==> src/sv/ctok_pkg.sv <==
// ============================================================================
// ctok_pkg
// Shared types, token codes and character classifiers for the C subset
// tokenizer.
// ============================================================================
package ctok_pkg;

  // Width of the line number carried in each record.
  localparam int LINE_OUT_W = 24;
  // Width of the start line configuration register.
  localparam int CFG_W = 24;
  // Default line counter width and queue depth.
  localparam int LINE_BITS_DEF = 24;
  localparam int QUEUE_DEPTH_DEF = 4;
  // Reset value of the start line register.
  localparam logic [CFG_W-1:0] START_LINE_RST = CFG_W'(1);

  // Token kind codes.
  localparam logic [5:0] K_COMMENT  = 6'd0;
  localparam logic [5:0] K_IDENT    = 6'd1;
  localparam logic [5:0] K_NUM      = 6'd2;
  localparam logic [5:0] K_STR      = 6'd3;
  localparam logic [5:0] K_CHR      = 6'd4;
  localparam logic [5:0] K_COMMA    = 6'd5;
  localparam logic [5:0] K_SEMI     = 6'd6;
  localparam logic [5:0] K_LPAREN   = 6'd7;
  localparam logic [5:0] K_RPAREN   = 6'd8;
  localparam logic [5:0] K_LBRACKET = 6'd9;
  localparam logic [5:0] K_RBRACKET = 6'd10;
  localparam logic [5:0] K_LBRACE   = 6'd11;
  localparam logic [5:0] K_RBRACE   = 6'd12;
  localparam logic [5:0] K_DOT      = 6'd13;
  localparam logic [5:0] K_STAR     = 6'd14;
  localparam logic [5:0] K_SLASH    = 6'd15;
  localparam logic [5:0] K_CARET    = 6'd16;
  localparam logic [5:0] K_PERCENT  = 6'd17;
  localparam logic [5:0] K_TILDE    = 6'd18;
  localparam logic [5:0] K_ARROW    = 6'd19;
  localparam logic [5:0] K_SHL      = 6'd20;
  localparam logic [5:0] K_SHR      = 6'd21;
  localparam logic [5:0] K_ASSIGN   = 6'd22;
  localparam logic [5:0] K_EQ       = 6'd23;
  localparam logic [5:0] K_NOT      = 6'd24;
  localparam logic [5:0] K_NE       = 6'd25;
  localparam logic [5:0] K_LT       = 6'd26;
  localparam logic [5:0] K_LE       = 6'd27;
  localparam logic [5:0] K_GT       = 6'd28;
  localparam logic [5:0] K_GE       = 6'd29;
  localparam logic [5:0] K_PLUS     = 6'd30;
  localparam logic [5:0] K_INC      = 6'd31;
  localparam logic [5:0] K_MINUS    = 6'd32;
  localparam logic [5:0] K_DEC      = 6'd33;
  localparam logic [5:0] K_OR       = 6'd34;
  localparam logic [5:0] K_LOR      = 6'd35;
  localparam logic [5:0] K_AND      = 6'd36;
  localparam logic [5:0] K_LAND     = 6'd37;
  localparam logic [5:0] K_UNKNOWN  = 6'd39;
  localparam logic [5:0] K_DONE     = 6'd40;
  // Marker for "no such token".
  localparam logic [5:0] K_NONE     = 6'd63;

  // Characters with special meaning.
  localparam logic [7:0] CH_SLASH  = 8'h2F;
  localparam logic [7:0] CH_STAR   = 8'h2A;
  localparam logic [7:0] CH_BSLASH = 8'h5C;
  localparam logic [7:0] CH_DQUOTE = 8'h22;
  localparam logic [7:0] CH_SQUOTE = 8'h27;
  localparam logic [7:0] CH_UNDER  = 8'h5F;
  localparam logic [7:0] CH_NL     = 8'h0A;
  localparam logic [7:0] CH_CR     = 8'h0D;
  localparam logic [7:0] CH_TAB    = 8'h09;
  localparam logic [7:0] CH_SPACE  = 8'h20;

  // Lexer mode.
  typedef enum logic [3:0] {
    M_IDLE      = 4'd0,
    M_OP        = 4'd1,
    M_IDENT     = 4'd2,
    M_NUM       = 4'd3,
    M_STR       = 4'd4,
    M_STR_ESC   = 4'd5,
    M_CHR_FIRST = 4'd6,
    M_CHR_ESC   = 4'd7,
    M_CHR_CLOSE = 4'd8,
    M_BLOCK     = 4'd9,
    M_LINE      = 4'd10
  } lex_mode_t;

  // One result record without its line number and run marker.
  typedef struct packed {
    logic [5:0] kind;
    logic [7:0] value;
    logic       has_byte;
    logic       tok_end;
    logic       unterm;
  } rec_t;

  // All records caused by one input beat, sharing one line number.
  typedef struct packed {
    logic [1:0]            cnt;
    logic [LINE_OUT_W-1:0] line;
    rec_t [2:0]            recs;
  } bundle_t;

  function automatic rec_t mk_rec(input logic [5:0] kind, input logic [7:0] value,
                                  input logic has, input logic fin, input logic unterm);
    rec_t r;
    r.kind     = kind;
    r.value    = has ? value : 8'd0;
    r.has_byte = has;
    r.tok_end  = fin;
    r.unterm   = unterm;
    return r;
  endfunction

  function automatic logic is_dec_digit(input logic [7:0] c);
    return (c >= 8'h30) && (c <= 8'h39);
  endfunction

  function automatic logic is_alpha_char(input logic [7:0] c);
    return ((c >= 8'h61) && (c <= 8'h7A)) || ((c >= 8'h41) && (c <= 8'h5A));
  endfunction

  function automatic logic is_ident_char(input logic [7:0] c);
    return is_alpha_char(c) || is_dec_digit(c) || (c == CH_UNDER);
  endfunction

  function automatic logic is_num_char(input logic [7:0] c);
    return is_dec_digit(c) || ((c >= 8'h61) && (c <= 8'h66))
        || ((c >= 8'h41) && (c <= 8'h46)) || (c == 8'h78) || (c == 8'h58);
  endfunction

  // Translate the byte after a backslash.
  function automatic logic [7:0] unescape(input logic [7:0] c);
    logic [7:0] r;
    case (c)
      8'h72:   r = 8'd13;
      8'h6E:   r = 8'd10;
      8'h74:   r = 8'd9;
      8'h30:   r = 8'd0;
      default: r = c;
    endcase
    return r;
  endfunction

  // Kind of a character that never combines with the next one.
  function automatic logic [5:0] single_kind(input logic [7:0] c);
    logic [5:0] k;
    unique case (c)
      8'h2C:   k = K_COMMA;
      8'h3B:   k = K_SEMI;
      8'h28:   k = K_LPAREN;
      8'h29:   k = K_RPAREN;
      8'h5B:   k = K_LBRACKET;
      8'h5D:   k = K_RBRACKET;
      8'h7B:   k = K_LBRACE;
      8'h7D:   k = K_RBRACE;
      8'h2E:   k = K_DOT;
      8'h2A:   k = K_STAR;
      8'h5E:   k = K_CARET;
      8'h25:   k = K_PERCENT;
      8'h7E:   k = K_TILDE;
      default: k = K_NONE;
    endcase
    return k;
  endfunction

  // One-character kind of a character that may start a pair.
  function automatic logic [5:0] op_base(input logic [7:0] c);
    logic [5:0] k;
    unique case (c)
      8'h2F:   k = K_SLASH;
      8'h3D:   k = K_ASSIGN;
      8'h21:   k = K_NOT;
      8'h3C:   k = K_LT;
      8'h3E:   k = K_GT;
      8'h2B:   k = K_PLUS;
      8'h2D:   k = K_MINUS;
      8'h7C:   k = K_OR;
      8'h26:   k = K_AND;
      default: k = K_NONE;
    endcase
    return k;
  endfunction

  // Two-character kind for first byte f and second byte s.
  function automatic logic [5:0] op_pair(input logic [7:0] f, input logic [7:0] s);
    logic [5:0] k;
    k = K_NONE;
    unique case (f)
      8'h2D:   k = (s == 8'h3E) ? K_ARROW : ((s == 8'h2D) ? K_DEC : K_NONE);
      8'h3C:   k = (s == 8'h3C) ? K_SHL : ((s == 8'h3D) ? K_LE : K_NONE);
      8'h3E:   k = (s == 8'h3E) ? K_SHR : ((s == 8'h3D) ? K_GE : K_NONE);
      8'h3D:   k = (s == 8'h3D) ? K_EQ : K_NONE;
      8'h21:   k = (s == 8'h3D) ? K_NE : K_NONE;
      8'h2B:   k = (s == 8'h2B) ? K_INC : K_NONE;
      8'h7C:   k = (s == 8'h7C) ? K_LOR : K_NONE;
      8'h26:   k = (s == 8'h26) ? K_LAND : K_NONE;
      default: k = K_NONE;
    endcase
    return k;
  endfunction

endpackage

==> src/sv/ctok_front.sv <==
// ============================================================================
// ctok_front
// Lexer front end: takes one source byte per beat, advances the lexer state
// and the line counter, and hands all records of that beat to the queue as
// one bundle.
// ============================================================================
module ctok_front import ctok_pkg::*; #(
  parameter int LINE_BITS = LINE_BITS_DEF
) (
  input  logic             clk,
  input  logic             rst_n,
  input  logic             in_valid,
  output logic             in_ready,
  input  logic [7:0]       in_byte,
  input  logic             in_end_of_input,
  input  logic             cfg_we,
  input  logic [CFG_W-1:0] cfg_start_line,
  input  logic             q_full,
  output logic             push,
  output bundle_t          push_bundle
);

  localparam int CMP_W = (LINE_BITS > CFG_W) ? LINE_BITS : CFG_W;
  localparam logic [LINE_BITS-1:0] LINE_MAX = {LINE_BITS{1'b1}};

  lex_mode_t            mode_r, mode_nxt;
  logic [7:0]           held_r, held_nxt;
  logic [5:0]           kind_r, kind_nxt;
  logic                 star_r, star_nxt;
  logic [LINE_BITS-1:0] line_r, line_nxt;
  logic [CFG_W-1:0]     start_r;

  logic                 accept;
  logic [LINE_BITS-1:0] line_bumped;

  // Start-of-token decode of the current byte.
  lex_mode_t  sb_mode;
  logic       sb_set_held;
  logic       sb_set_kind;
  logic [5:0] sb_kind;
  logic       sb_bump;
  logic [1:0] sb_n;
  rec_t       sb_rec0, sb_rec1;
  logic [5:0] sb_op, sb_single;

  rec_t       recs_v [3];
  logic [1:0] n_v;
  logic       do_start;
  logic [5:0] pair_k;

  // Clip a start line to the counter range.
  function automatic logic [LINE_BITS-1:0] clip_line(input logic [CFG_W-1:0] v);
    logic [CMP_W-1:0] ext;
    logic [CMP_W-1:0] mx;
    ext = CMP_W'(v);
    mx  = CMP_W'(LINE_MAX);
    return (ext > mx) ? LINE_MAX : LINE_BITS'(ext);
  endfunction

  assign accept      = in_valid && in_ready;
  assign in_ready    = !q_full;
  assign line_bumped = (line_r != LINE_MAX) ? line_r + LINE_BITS'(1) : line_r;

  // Classify a byte that begins a new token.
  always_comb begin
    sb_op       = op_base(in_byte);
    sb_single   = single_kind(in_byte);
    sb_mode     = M_IDLE;
    sb_set_held = 1'b0;
    sb_set_kind = 1'b0;
    sb_kind     = K_COMMENT;
    sb_bump     = 1'b0;
    sb_n        = 2'd0;
    sb_rec0     = '0;
    sb_rec1     = '0;
    if (in_byte == CH_SPACE || in_byte == CH_TAB || in_byte == CH_CR || in_byte == CH_NL) begin
      sb_bump = (in_byte == CH_NL);
    end else if (sb_op != K_NONE) begin
      sb_mode     = M_OP;
      sb_set_held = 1'b1;
    end else if (is_alpha_char(in_byte) || in_byte == CH_UNDER) begin
      sb_mode     = M_IDENT;
      sb_set_kind = 1'b1;
      sb_kind     = K_IDENT;
      sb_n        = 2'd1;
      sb_rec0     = mk_rec(K_IDENT, in_byte, 1'b1, 1'b0, 1'b0);
    end else if (is_dec_digit(in_byte)) begin
      sb_mode     = M_NUM;
      sb_set_kind = 1'b1;
      sb_kind     = K_NUM;
      sb_n        = 2'd1;
      sb_rec0     = mk_rec(K_NUM, in_byte, 1'b1, 1'b0, 1'b0);
    end else if (in_byte == CH_DQUOTE) begin
      sb_mode     = M_STR;
      sb_set_kind = 1'b1;
      sb_kind     = K_STR;
    end else if (in_byte == CH_SQUOTE) begin
      sb_mode     = M_CHR_FIRST;
      sb_set_kind = 1'b1;
      sb_kind     = K_CHR;
    end else if (sb_single != K_NONE) begin
      sb_n    = 2'd1;
      sb_rec0 = mk_rec(sb_single, 8'd0, 1'b0, 1'b1, 1'b0);
    end else begin
      // Unknown byte: its own value record, then the token end.
      sb_n    = 2'd2;
      sb_rec0 = mk_rec(K_UNKNOWN, in_byte, 1'b1, 1'b0, 1'b0);
      sb_rec1 = mk_rec(K_UNKNOWN, 8'd0, 1'b0, 1'b1, 1'b0);
    end
  end

  // Lexer step for one accepted beat.
  always_comb begin
    mode_nxt  = mode_r;
    held_nxt  = held_r;
    kind_nxt  = kind_r;
    star_nxt  = star_r;
    line_nxt  = line_r;
    recs_v[0] = '0;
    recs_v[1] = '0;
    recs_v[2] = '0;
    n_v       = 2'd0;
    do_start  = 1'b0;
    pair_k    = op_pair(held_r, in_byte);
    if (accept) begin
      if (in_end_of_input) begin
        // Flush the pending token, then DONE.
        unique case (mode_r)
          M_IDLE: begin
          end
          M_OP: begin
            recs_v[n_v] = mk_rec(op_base(held_r), 8'd0, 1'b0, 1'b1, 1'b0);
            n_v = n_v + 2'd1;
          end
          M_IDENT, M_NUM: begin
            recs_v[n_v] = mk_rec(kind_r, 8'd0, 1'b0, 1'b1, 1'b0);
            n_v = n_v + 2'd1;
          end
          M_BLOCK, M_LINE: begin
            recs_v[n_v] = mk_rec(K_COMMENT, 8'd0, 1'b0, 1'b1, 1'b1);
            n_v = n_v + 2'd1;
          end
          default: begin
            recs_v[n_v] = mk_rec(kind_r, 8'd0, 1'b0, 1'b1, 1'b1);
            n_v = n_v + 2'd1;
          end
        endcase
        recs_v[n_v] = mk_rec(K_DONE, 8'd0, 1'b0, 1'b1, 1'b0);
        n_v = n_v + 2'd1;
        mode_nxt = M_IDLE;
        held_nxt = 8'd0;
        kind_nxt = K_COMMENT;
        star_nxt = 1'b0;
        line_nxt = clip_line(start_r);
      end else begin
        unique case (mode_r)
          M_OP: begin
            mode_nxt = M_IDLE;
            if (held_r == CH_SLASH && in_byte == CH_STAR) begin
              mode_nxt = M_BLOCK;
              star_nxt = 1'b0;
            end else if (held_r == CH_SLASH && in_byte == CH_SLASH) begin
              mode_nxt = M_LINE;
            end else if (pair_k != K_NONE) begin
              recs_v[n_v] = mk_rec(pair_k, 8'd0, 1'b0, 1'b1, 1'b0);
              n_v = n_v + 2'd1;
            end else begin
              recs_v[n_v] = mk_rec(op_base(held_r), 8'd0, 1'b0, 1'b1, 1'b0);
              n_v = n_v + 2'd1;
              do_start = 1'b1;
            end
          end
          M_IDENT, M_NUM: begin
            if ((mode_r == M_IDENT) ? is_ident_char(in_byte) : is_num_char(in_byte)) begin
              recs_v[n_v] = mk_rec(kind_r, in_byte, 1'b1, 1'b0, 1'b0);
              n_v = n_v + 2'd1;
            end else begin
              recs_v[n_v] = mk_rec(kind_r, 8'd0, 1'b0, 1'b1, 1'b0);
              n_v = n_v + 2'd1;
              mode_nxt = M_IDLE;
              do_start = 1'b1;
            end
          end
          M_STR: begin
            if (in_byte == CH_DQUOTE) begin
              recs_v[n_v] = mk_rec(K_STR, 8'd0, 1'b0, 1'b1, 1'b0);
              n_v = n_v + 2'd1;
              mode_nxt = M_IDLE;
            end else if (in_byte == CH_BSLASH) begin
              mode_nxt = M_STR_ESC;
            end else begin
              recs_v[n_v] = mk_rec(K_STR, in_byte, 1'b1, 1'b0, 1'b0);
              n_v = n_v + 2'd1;
            end
          end
          M_STR_ESC: begin
            recs_v[n_v] = mk_rec(K_STR, unescape(in_byte), 1'b1, 1'b0, 1'b0);
            n_v = n_v + 2'd1;
            mode_nxt = M_STR;
          end
          M_CHR_FIRST: begin
            if (in_byte == CH_BSLASH) begin
              mode_nxt = M_CHR_ESC;
            end else begin
              recs_v[n_v] = mk_rec(K_CHR, in_byte, 1'b1, 1'b0, 1'b0);
              n_v = n_v + 2'd1;
              mode_nxt = M_CHR_CLOSE;
            end
          end
          M_CHR_ESC: begin
            recs_v[n_v] = mk_rec(K_CHR, unescape(in_byte), 1'b1, 1'b0, 1'b0);
            n_v = n_v + 2'd1;
            mode_nxt = M_CHR_CLOSE;
          end
          M_CHR_CLOSE: begin
            // The closing quote is taken whatever byte it is.
            recs_v[n_v] = mk_rec(K_CHR, 8'd0, 1'b0, 1'b1, 1'b0);
            n_v = n_v + 2'd1;
            mode_nxt = M_IDLE;
          end
          M_BLOCK: begin
            if (star_r && in_byte == CH_SLASH) begin
              star_nxt = 1'b0;
              recs_v[n_v] = mk_rec(K_COMMENT, 8'd0, 1'b0, 1'b1, 1'b0);
              n_v = n_v + 2'd1;
              mode_nxt = M_IDLE;
            end else begin
              if (in_byte == CH_NL) begin
                line_nxt = line_bumped;
              end
              star_nxt = (in_byte == CH_STAR);
            end
          end
          M_LINE: begin
            if (in_byte == CH_NL) begin
              recs_v[n_v] = mk_rec(K_COMMENT, 8'd0, 1'b0, 1'b1, 1'b0);
              n_v = n_v + 2'd1;
              mode_nxt = M_IDLE;
              do_start = 1'b1;
            end
          end
          default: begin
            mode_nxt = M_IDLE;
            do_start = 1'b1;
          end
        endcase

        // The current byte starts a new token.
        if (do_start) begin
          mode_nxt = sb_mode;
          if (sb_set_held) begin
            held_nxt = in_byte;
          end
          if (sb_set_kind) begin
            kind_nxt = sb_kind;
          end
          if (sb_bump) begin
            line_nxt = line_bumped;
          end
          if (sb_n != 2'd0) begin
            recs_v[n_v] = sb_rec0;
            n_v = n_v + 2'd1;
          end
          if (sb_n == 2'd2) begin
            recs_v[n_v] = sb_rec1;
            n_v = n_v + 2'd1;
          end
        end
      end
    end
  end

  // Bundle toward the queue; all records of a beat carry the line before it.
  always_comb begin
    push_bundle.cnt     = n_v;
    push_bundle.line    = LINE_OUT_W'(line_r);
    push_bundle.recs[0] = recs_v[0];
    push_bundle.recs[1] = recs_v[1];
    push_bundle.recs[2] = recs_v[2];
    push                = accept && (n_v != 2'd0);
  end

  // Lexer state and configuration registers.
  always_ff @(posedge clk) begin
    if (!rst_n) begin
      mode_r  <= M_IDLE;
      held_r  <= 8'd0;
      kind_r  <= K_COMMENT;
      star_r  <= 1'b0;
      start_r <= START_LINE_RST;
      line_r  <= clip_line(START_LINE_RST);
    end else begin
      mode_r <= mode_nxt;
      held_r <= held_nxt;
      kind_r <= kind_nxt;
      star_r <= star_nxt;
      if (cfg_we) begin
        start_r <= cfg_start_line;
        line_r  <= clip_line(cfg_start_line);
      end else begin
        line_r <= line_nxt;
      end
    end
  end

  // A beat is never taken while the queue is full.
  a_no_push_full: assert property (@(posedge clk) disable iff (!rst_n)
    q_full |-> !push) else $error("push into a full queue");

  // The line count only steps by one, holds, or reloads at end of input or on a cfg_we write.
  a_line_step: assert property (@(posedge clk) disable iff (!rst_n)
    (accept && !in_end_of_input && !cfg_we) |=>
      (line_r == $past(line_r)) || (line_r == $past(line_r) + LINE_BITS'(1)))
    else $error("line count jumped");

endmodule

==> src/sv/ctok_queue.sv <==
// ============================================================================
// ctok_queue
// Short FIFO of record bundles between the lexer front end and the record
// serializer.
// ============================================================================
module ctok_queue import ctok_pkg::*; #(
  parameter int QUEUE_DEPTH = QUEUE_DEPTH_DEF
) (
  input  logic    clk,
  input  logic    rst_n,
  input  logic    push,
  input  bundle_t push_bundle,
  input  logic    pop,
  output logic    full,
  output logic    not_empty,
  output bundle_t head
);

  localparam int PTR_W = (QUEUE_DEPTH > 1) ? $clog2(QUEUE_DEPTH) : 1;
  localparam int CNT_W = $clog2(QUEUE_DEPTH + 1);
  localparam logic [PTR_W-1:0] PTR_LAST = PTR_W'(QUEUE_DEPTH - 1);

  bundle_t          slot_r [QUEUE_DEPTH];
  logic [PTR_W-1:0] wr_ptr_r, rd_ptr_r;
  logic [CNT_W-1:0] count_r;

  assign full      = (count_r == CNT_W'(QUEUE_DEPTH));
  assign not_empty = (count_r != CNT_W'(0));
  assign head      = slot_r[rd_ptr_r];

  // Bundle storage.
  always_ff @(posedge clk) begin
    if (push) begin
      slot_r[wr_ptr_r] <= push_bundle;
    end
  end

  // Pointers and fill count.
  always_ff @(posedge clk) begin
    if (!rst_n) begin
      wr_ptr_r <= '0;
      rd_ptr_r <= '0;
      count_r  <= '0;
    end else begin
      if (push) begin
        wr_ptr_r <= (wr_ptr_r == PTR_LAST) ? '0 : wr_ptr_r + PTR_W'(1);
      end
      if (pop) begin
        rd_ptr_r <= (rd_ptr_r == PTR_LAST) ? '0 : rd_ptr_r + PTR_W'(1);
      end
      if (push && !pop) begin
        count_r <= count_r + CNT_W'(1);
      end else if (pop && !push) begin
        count_r <= count_r - CNT_W'(1);
      end
    end
  end

  // Fill count stays in range and is never popped below empty.
  a_count_range: assert property (@(posedge clk) disable iff (!rst_n)
    count_r <= CNT_W'(QUEUE_DEPTH)) else $error("queue count overflow");
  a_pop_nonempty: assert property (@(posedge clk) disable iff (!rst_n)
    pop |-> not_empty) else $error("pop from an empty queue");

endmodule

==> src/sv/ctok_back.sv <==
// ============================================================================
// ctok_back
// Record serializer: walks the records of the bundle at the head of the
// queue and moves them one per beat into the output register.
// ============================================================================
module ctok_back import ctok_pkg::*; (
  input  logic                  clk,
  input  logic                  rst_n,
  input  logic                  q_not_empty,
  input  bundle_t               q_head,
  output logic                  pop,
  output logic                  out_valid,
  input  logic                  out_ready,
  output logic [5:0]            out_token_kind,
  output logic [7:0]            out_value_byte,
  output logic                  out_has_byte,
  output logic                  out_token_end,
  output logic [LINE_OUT_W-1:0] out_line_number,
  output logic                  out_unterminated,
  output logic                  out_run_last
);

  logic [1:0]            sub_r, sub_nxt;
  logic                  valid_r, valid_nxt;
  rec_t                  rec_r;
  logic [LINE_OUT_W-1:0] line_r;
  logic                  last_r;
  logic                  load;
  logic                  is_last;
  rec_t                  cur;

  assign cur     = q_head.recs[sub_r];
  assign is_last = (sub_r == q_head.cnt - 2'd1);
  assign load    = q_not_empty && (!valid_r || out_ready);
  assign pop     = load && is_last;

  // Record index within the head bundle and output valid.
  always_comb begin
    sub_nxt   = sub_r;
    valid_nxt = valid_r;
    if (load) begin
      sub_nxt   = is_last ? 2'd0 : sub_r + 2'd1;
      valid_nxt = 1'b1;
    end else if (out_ready) begin
      valid_nxt = 1'b0;
    end
  end

  always_ff @(posedge clk) begin
    if (!rst_n) begin
      sub_r   <= 2'd0;
      valid_r <= 1'b0;
    end else begin
      sub_r   <= sub_nxt;
      valid_r <= valid_nxt;
    end
  end

  // Output payload register.
  always_ff @(posedge clk) begin
    if (load) begin
      rec_r  <= cur;
      line_r <= q_head.line;
      last_r <= is_last;
    end
  end

  assign out_valid        = valid_r;
  assign out_token_kind   = rec_r.kind;
  assign out_value_byte   = rec_r.value;
  assign out_has_byte     = rec_r.has_byte;
  assign out_token_end    = rec_r.tok_end;
  assign out_line_number  = line_r;
  assign out_unterminated = rec_r.unterm;
  assign out_run_last     = last_r;

  // The record index never runs past the bundle it walks.
  a_sub_in_bundle: assert property (@(posedge clk) disable iff (!rst_n)
    q_not_empty |-> (sub_r < q_head.cnt)) else $error("record index past bundle");

endmodule

==> src/sv/c_subset_tokenizer.sv <==
// ============================================================================
// c_subset_tokenizer
// Streaming lexer for a subset of C: source bytes in, token records out.
// ============================================================================
// Usage:
//   Source bytes enter on the in_ channel (valid/ready), one byte per beat;
//   a beat with in_end_of_input high flushes the pending token, emits a
//   DONE record and reloads the line count from the stored start line.
//   Each input beat yields zero to three records on the out_ channel
//   (valid/ready); out_run_last marks the last record of a beat.
//   cfg_we writes the start line and loads the line count at once; write it
//   only while no beat is in flight.
//   The records of a beat pass through the bundle queue and then the output
//   register. Throughput: one input beat per cycle while the queue is not
//   full, and one record per cycle on the output while out_ready is high;
//   the output register is the limit and passes a beat's records in turn.
//   A bundle queue of QUEUE_DEPTH entries sits between lexer and output.
//   When the receiver stalls, records hold in the output register and the
//   queue fills; in_ready drops only when the queue is full.
//   Synchronous reset clears the lexer to idle, sets the start line to 1
//   and empties the queue and output register.
// ============================================================================
module c_subset_tokenizer import ctok_pkg::*; #(
  parameter int LINE_BITS   = LINE_BITS_DEF,
  parameter int QUEUE_DEPTH = QUEUE_DEPTH_DEF
) (
  input  logic                  clk,
  input  logic                  rst_n,
  input  logic                  in_valid,
  output logic                  in_ready,
  input  logic [7:0]            in_byte,
  input  logic                  in_end_of_input,
  input  logic                  cfg_we,
  input  logic [CFG_W-1:0]      cfg_start_line,
  output logic                  out_valid,
  input  logic                  out_ready,
  output logic [5:0]            out_token_kind,
  output logic [7:0]            out_value_byte,
  output logic                  out_has_byte,
  output logic                  out_token_end,
  output logic [LINE_OUT_W-1:0] out_line_number,
  output logic                  out_unterminated,
  output logic                  out_run_last
);

  logic    q_push, q_pop, q_full, q_not_empty;
  bundle_t q_in, q_head;

  // Lexer front end.
  ctok_front #(.LINE_BITS(LINE_BITS)) u_front (
    .clk            (clk),
    .rst_n          (rst_n),
    .in_valid       (in_valid),
    .in_ready       (in_ready),
    .in_byte        (in_byte),
    .in_end_of_input(in_end_of_input),
    .cfg_we         (cfg_we),
    .cfg_start_line (cfg_start_line),
    .q_full         (q_full),
    .push           (q_push),
    .push_bundle    (q_in)
  );

  // Bundle queue.
  ctok_queue #(.QUEUE_DEPTH(QUEUE_DEPTH)) u_queue (
    .clk        (clk),
    .rst_n      (rst_n),
    .push       (q_push),
    .push_bundle(q_in),
    .pop        (q_pop),
    .full       (q_full),
    .not_empty  (q_not_empty),
    .head       (q_head)
  );

  // Record serializer and output register.
  ctok_back u_back (
    .clk             (clk),
    .rst_n           (rst_n),
    .q_not_empty     (q_not_empty),
    .q_head          (q_head),
    .pop             (q_pop),
    .out_valid       (out_valid),
    .out_ready       (out_ready),
    .out_token_kind  (out_token_kind),
    .out_value_byte  (out_value_byte),
    .out_has_byte    (out_has_byte),
    .out_token_end   (out_token_end),
    .out_line_number (out_line_number),
    .out_unterminated(out_unterminated),
    .out_run_last    (out_run_last)
  );

endmodule
==> config.mk <==
export PLATFORM = sky130hd
export DESIGN_NAME = c_subset_tokenizer
export DESIGN_NICKNAME = d
export VERILOG_FILES = /design/src/sv/ctok_pkg.sv /design/src/sv/ctok_front.sv /design/src/sv/ctok_queue.sv /design/src/sv/ctok_back.sv /design/src/sv/c_subset_tokenizer.sv
export SDC_FILE = /design/constraint.sdc
export NUM_CORES = 1
export LEC_CHECK = 0
export BUFFER_PORTS_ARGS = -buffer_cell sky130_fd_sc_hd__buf_2
export CAP_MARGIN = 20
export CORE_MARGIN = 2
export CORE_UTILIZATION = 30
export CTS_CLUSTER_DIAMETER = 30
export DETAILED_ROUTE_END_ITERATION = 8
export GPL_TIMING_DRIVEN = 0
export MAX_ROUTING_LAYER = met4
export PLACE_DENSITY = 0.57
export SLEW_MARGIN = 20
export SYNTH_ARGS = -nofsm -noshare
export SYNTH_HDL_FRONTEND = slang
export SYNTH_SLANG_ARGS = --single-unit
==> constraint.sdc <==
create_clock -name clk -period 9.22 [get_ports clk]
set_input_delay 0.461 -clock clk [delete_from_list [all_inputs] [get_ports clk]]
set_output_delay 0.461 -clock clk [all_outputs]
set_load 0.05 [all_outputs]
==> results_dict.tcl <==
set metrics [dict create \
    min_period_ns 4.28 \
    yosys.area.top_type "edfxtp_1" \
    clk_pin_slew_worst_paths_ns 0.05 \
    synth_fp_nets 1348 \
    r2r-end "u_queue.slot_r[0][13]" \
    start_util_pct 30.2 \
    clockRootBuffer "clkbuf_16" \
    synth_top_area_share_pct 51.2 \
    synthMostInstantiatedCell "edfxtp_1" \
    finalClockSkew_ns 0.0225 \
    cts.sinks 358 \
    synthCells 1300 \
    htree_levels 3 \
    coreArea_sq_mm 0.0548 \
    dr.first_iter.drc_count 971 \
    row_count 86 \
    area_growth_pct 21.9 \
    finalSetupViolations 0 \
    powerDensity_mw_per_mm2 286 \
    cts_tree "done" \
    ctsHoldBuffers 0 \
    nets 1502 \
    crit_arrival_ns 4.51 \
    io_pins 82 \
    grt_pass1_vias 11700 \
    cts_made_buffers 66 \
    vias 11700 \
    maxCapViolations 0 \
    max_freq_mhz 234 \
    yosysSeqAreaShare_pct 60.4 \
    post_drt_wl_per_cell_um 21.6 \
    cp_max_fo 10 \
    io_buffers 79 \
    synth_warnings 0 \
    crit_top_cell "nor2_1" \
    finalWorstSetupSlack_ns 4.94 \
    grt_use_total_pct 17.4 \
    cp_num_buf_inv 2 \
    drt_wl_total_um 47900 \
    clk_latency_ns 0.58 \
    tns_ns 0 \
    status "complete, no violations" \
    drc 0 \
    ys_ff_latch 358 \
    dr.pass1.iters 5 \
    report.final.slew_viol_count 0 \
    ys_top_cells_by_count "282 x edfxtp_1, 120 x nand2_1, 86 x a21oi_1, 77 x nor2_1, 76 x dfxtp_1" \
    die_h_um 239 \
    synth-edff-count 282 \
    hold_start "cfg_start_line[8]" \
    dieArea_sq_mm 0.0570 \
    syn_area_per_cell_sq_um 12.7 \
    ctsResizeCount 0 \
    place_ws_ns 4.77 \
    place.gp.congestion 0.927 \
    rrSetupSlack_ns 4.94 \
    postCtsSetupBuffers 0 \
    grt_antenna_before_repair 2 \
    rsz0062_at_grt "no" \
    r2r_cells 11 \
    clockBufferDepth 3 \
    hold_class "in2reg" \
    synth_area_leaders "edfxtp_1 51%, dfxtp_1 9.2%, mux4_2 8.0%" \
    crit_required_ns 9.46 \
    crit_path_max_incr_delay_ns 0.77 \
    hold_violations 0 \
    die_x_um 239 \
    rr_startpoint "u_front.held_r[6]" \
    syn_area_sq_mm 0.0165 \
    async_flop_share_pct 0 \
    grt_max_degree 37 \
    worst_path_max_delay_cell "a311oi_1" \
    overflow 0 \
    ys.flop_type "edfxtp_1" \
    crit_type "reg2reg" \
    end_kind "flop" \
    worst-slew-pin-transition_ns 1.12 \
    irDropWorstVdd_mv 0.130 \
    synth_cell_types 91 \
    finalCritPeriodShare_pct 46.4 \
    viasPerCell 5.27 \
    critPathTopFamily "simple AND/OR/NAND/NOR gates" \
    hpwl_um 33500 \
    ant_nets 0 \
    drive_above_1_share_pct 21.1 \
    relSlewSlack_pct 24.8 \
    worstHoldEndpoint "u_front.line_r[8]" \
    min_path_cells 3 \
    leakage_nw 6.81 \
    grt_pass1_wl_um 72500 \
    final_util_pct 36.8 \
    startpoint_type "flop" \
    cp_cell_sequence "nor4b_1, buf_2, nand3_1, nor3_1, nor2_1, a2111o_2, clkbuf_1, nor2_1, nand2_1, a21o_1, a311oi_1" \
]
==> layer usage <==
metal	up-vias	global-route usage (%)	wire, um
met5	-	-	0
met4	0	5.34	1090
met3	72	3.09	2420
met2	319	27.5	22700
met1	5888	22.8	21700
li1	5384	-	-
==> worst min-delay path: cells and delay by family <==
family          cells  cell delay (ns)
compound gates      1             0.06
buf+inv             1             0.10
simple gates        1             0.07
==> worst max-delay path by stage <==
stage / cells after the start / slack (ns) / end / from
6_report: 11 / 4.94 / u_queue.slot_r[0][13] / u_front.held_r[6]
4_1_cts: 11 / 5.00 / u_queue.slot_r[0][13] / u_front.held_r[6]
5_1_grt: 11 / 4.71 / u_queue.slot_r[0][13] / u_front.held_r[6]
3_5_place_dp: 11 / 4.77 / u_queue.slot_r[0][13] / in_byte[1]
3_3_place_gp: 10 / 1.78 / u_queue.count_r[2] / out_ready
2_1_floorplan: 8 / 4.88 / u_queue.count_r[2] / u_back.out_valid
==> per-stage QoR <==
stage               hold slack (ns)  std cells  area [sq um]  total power, mW
global route                  0.133       2213         20200             6.01
CTS                          0.0996       2211         20100             5.85
global placement              0.452       2083         17800             3.47
finish                        0.128       2213         20200             5.77
detailed placement            0.459       2090         18000             3.54
floorplan                     0.432       1300         16500             3.11
==> power by group <==
group | leakage (nW) | switching, mW | internal, mW
Combinational | 2.52 | 0.897 | 0.438
Clock | 1.02 | 0.826 | 1.46
Sequential | 3.26 | 0.0867 | 2.06
==> layout make-up <==
cell class,instances,area [sq um]
tap,704,881
buffer,78,322
multi-input combinational,838,6150
clock inverter,42,380
sequential,358,9990
clock buffer,79,1760
antenna,2,5.00
inverter,26,97.6
fill,5181,34600
timing repair buffer,86,558
==> cell families (layout without fill, tap and decap cells) <==
group / after synthesis / count (layout) / synth area share [%]
XOR/XNOR: 10 / 10 / 0.530
flip-flops: 358 / 358 / 60.4
other: 0 / 2 / 0
AND/OR/NAND/NOR: 430 / 430 / 13.7
AO/OA/AOI/OAI: 282 / 282 / 11.1
multiplexers: 106 / 106 / 10.9
buffers and inverters: 104 / 311 / 2.53
adder cells (fa/ha/maj): 10 / 10 / 0.802
==> layout by cell type (no fill, tap or decap), drive strengths merged, types with 23 or more instances in the layout <==
master  netlist  layout
or3          23      23
o21ai        78      78
nor3         32      32
clkbuf       47     127
nand2       120     120
nand3        30      30
dfxtp        76      76
mux2i        44      44
edfxtp      282     282
a21oi        88      88
inv          26      34
nand2b       29      29
mux4         59      59
nor2         85      85
buf          31     116
==> flip-flops by register name (all words and copies together) (netlist names), named ones only <==
register                 cells
u_back.out_has_byte          1
u_back.out_line_number      24
u_back.out_run_last          1
u_back.out_token_end         1
u_back.out_token_kind        6
u_back.out_unterminated      1
u_back.out_valid             1
u_back.out_value_byte        8
u_back.sub_r                 2
u_front.held_r               8
u_front.kind_r               3
u_front.line_r              24
u_front.mode_r               4
u_front.star_r               1
u_front.start_r             24
u_queue.count_r              3
u_queue.rd_ptr_r             2
u_queue.slot_r             240
u_queue.wr_ptr_r             2
No activity file was read; power rests on OpenSTA's default activity.
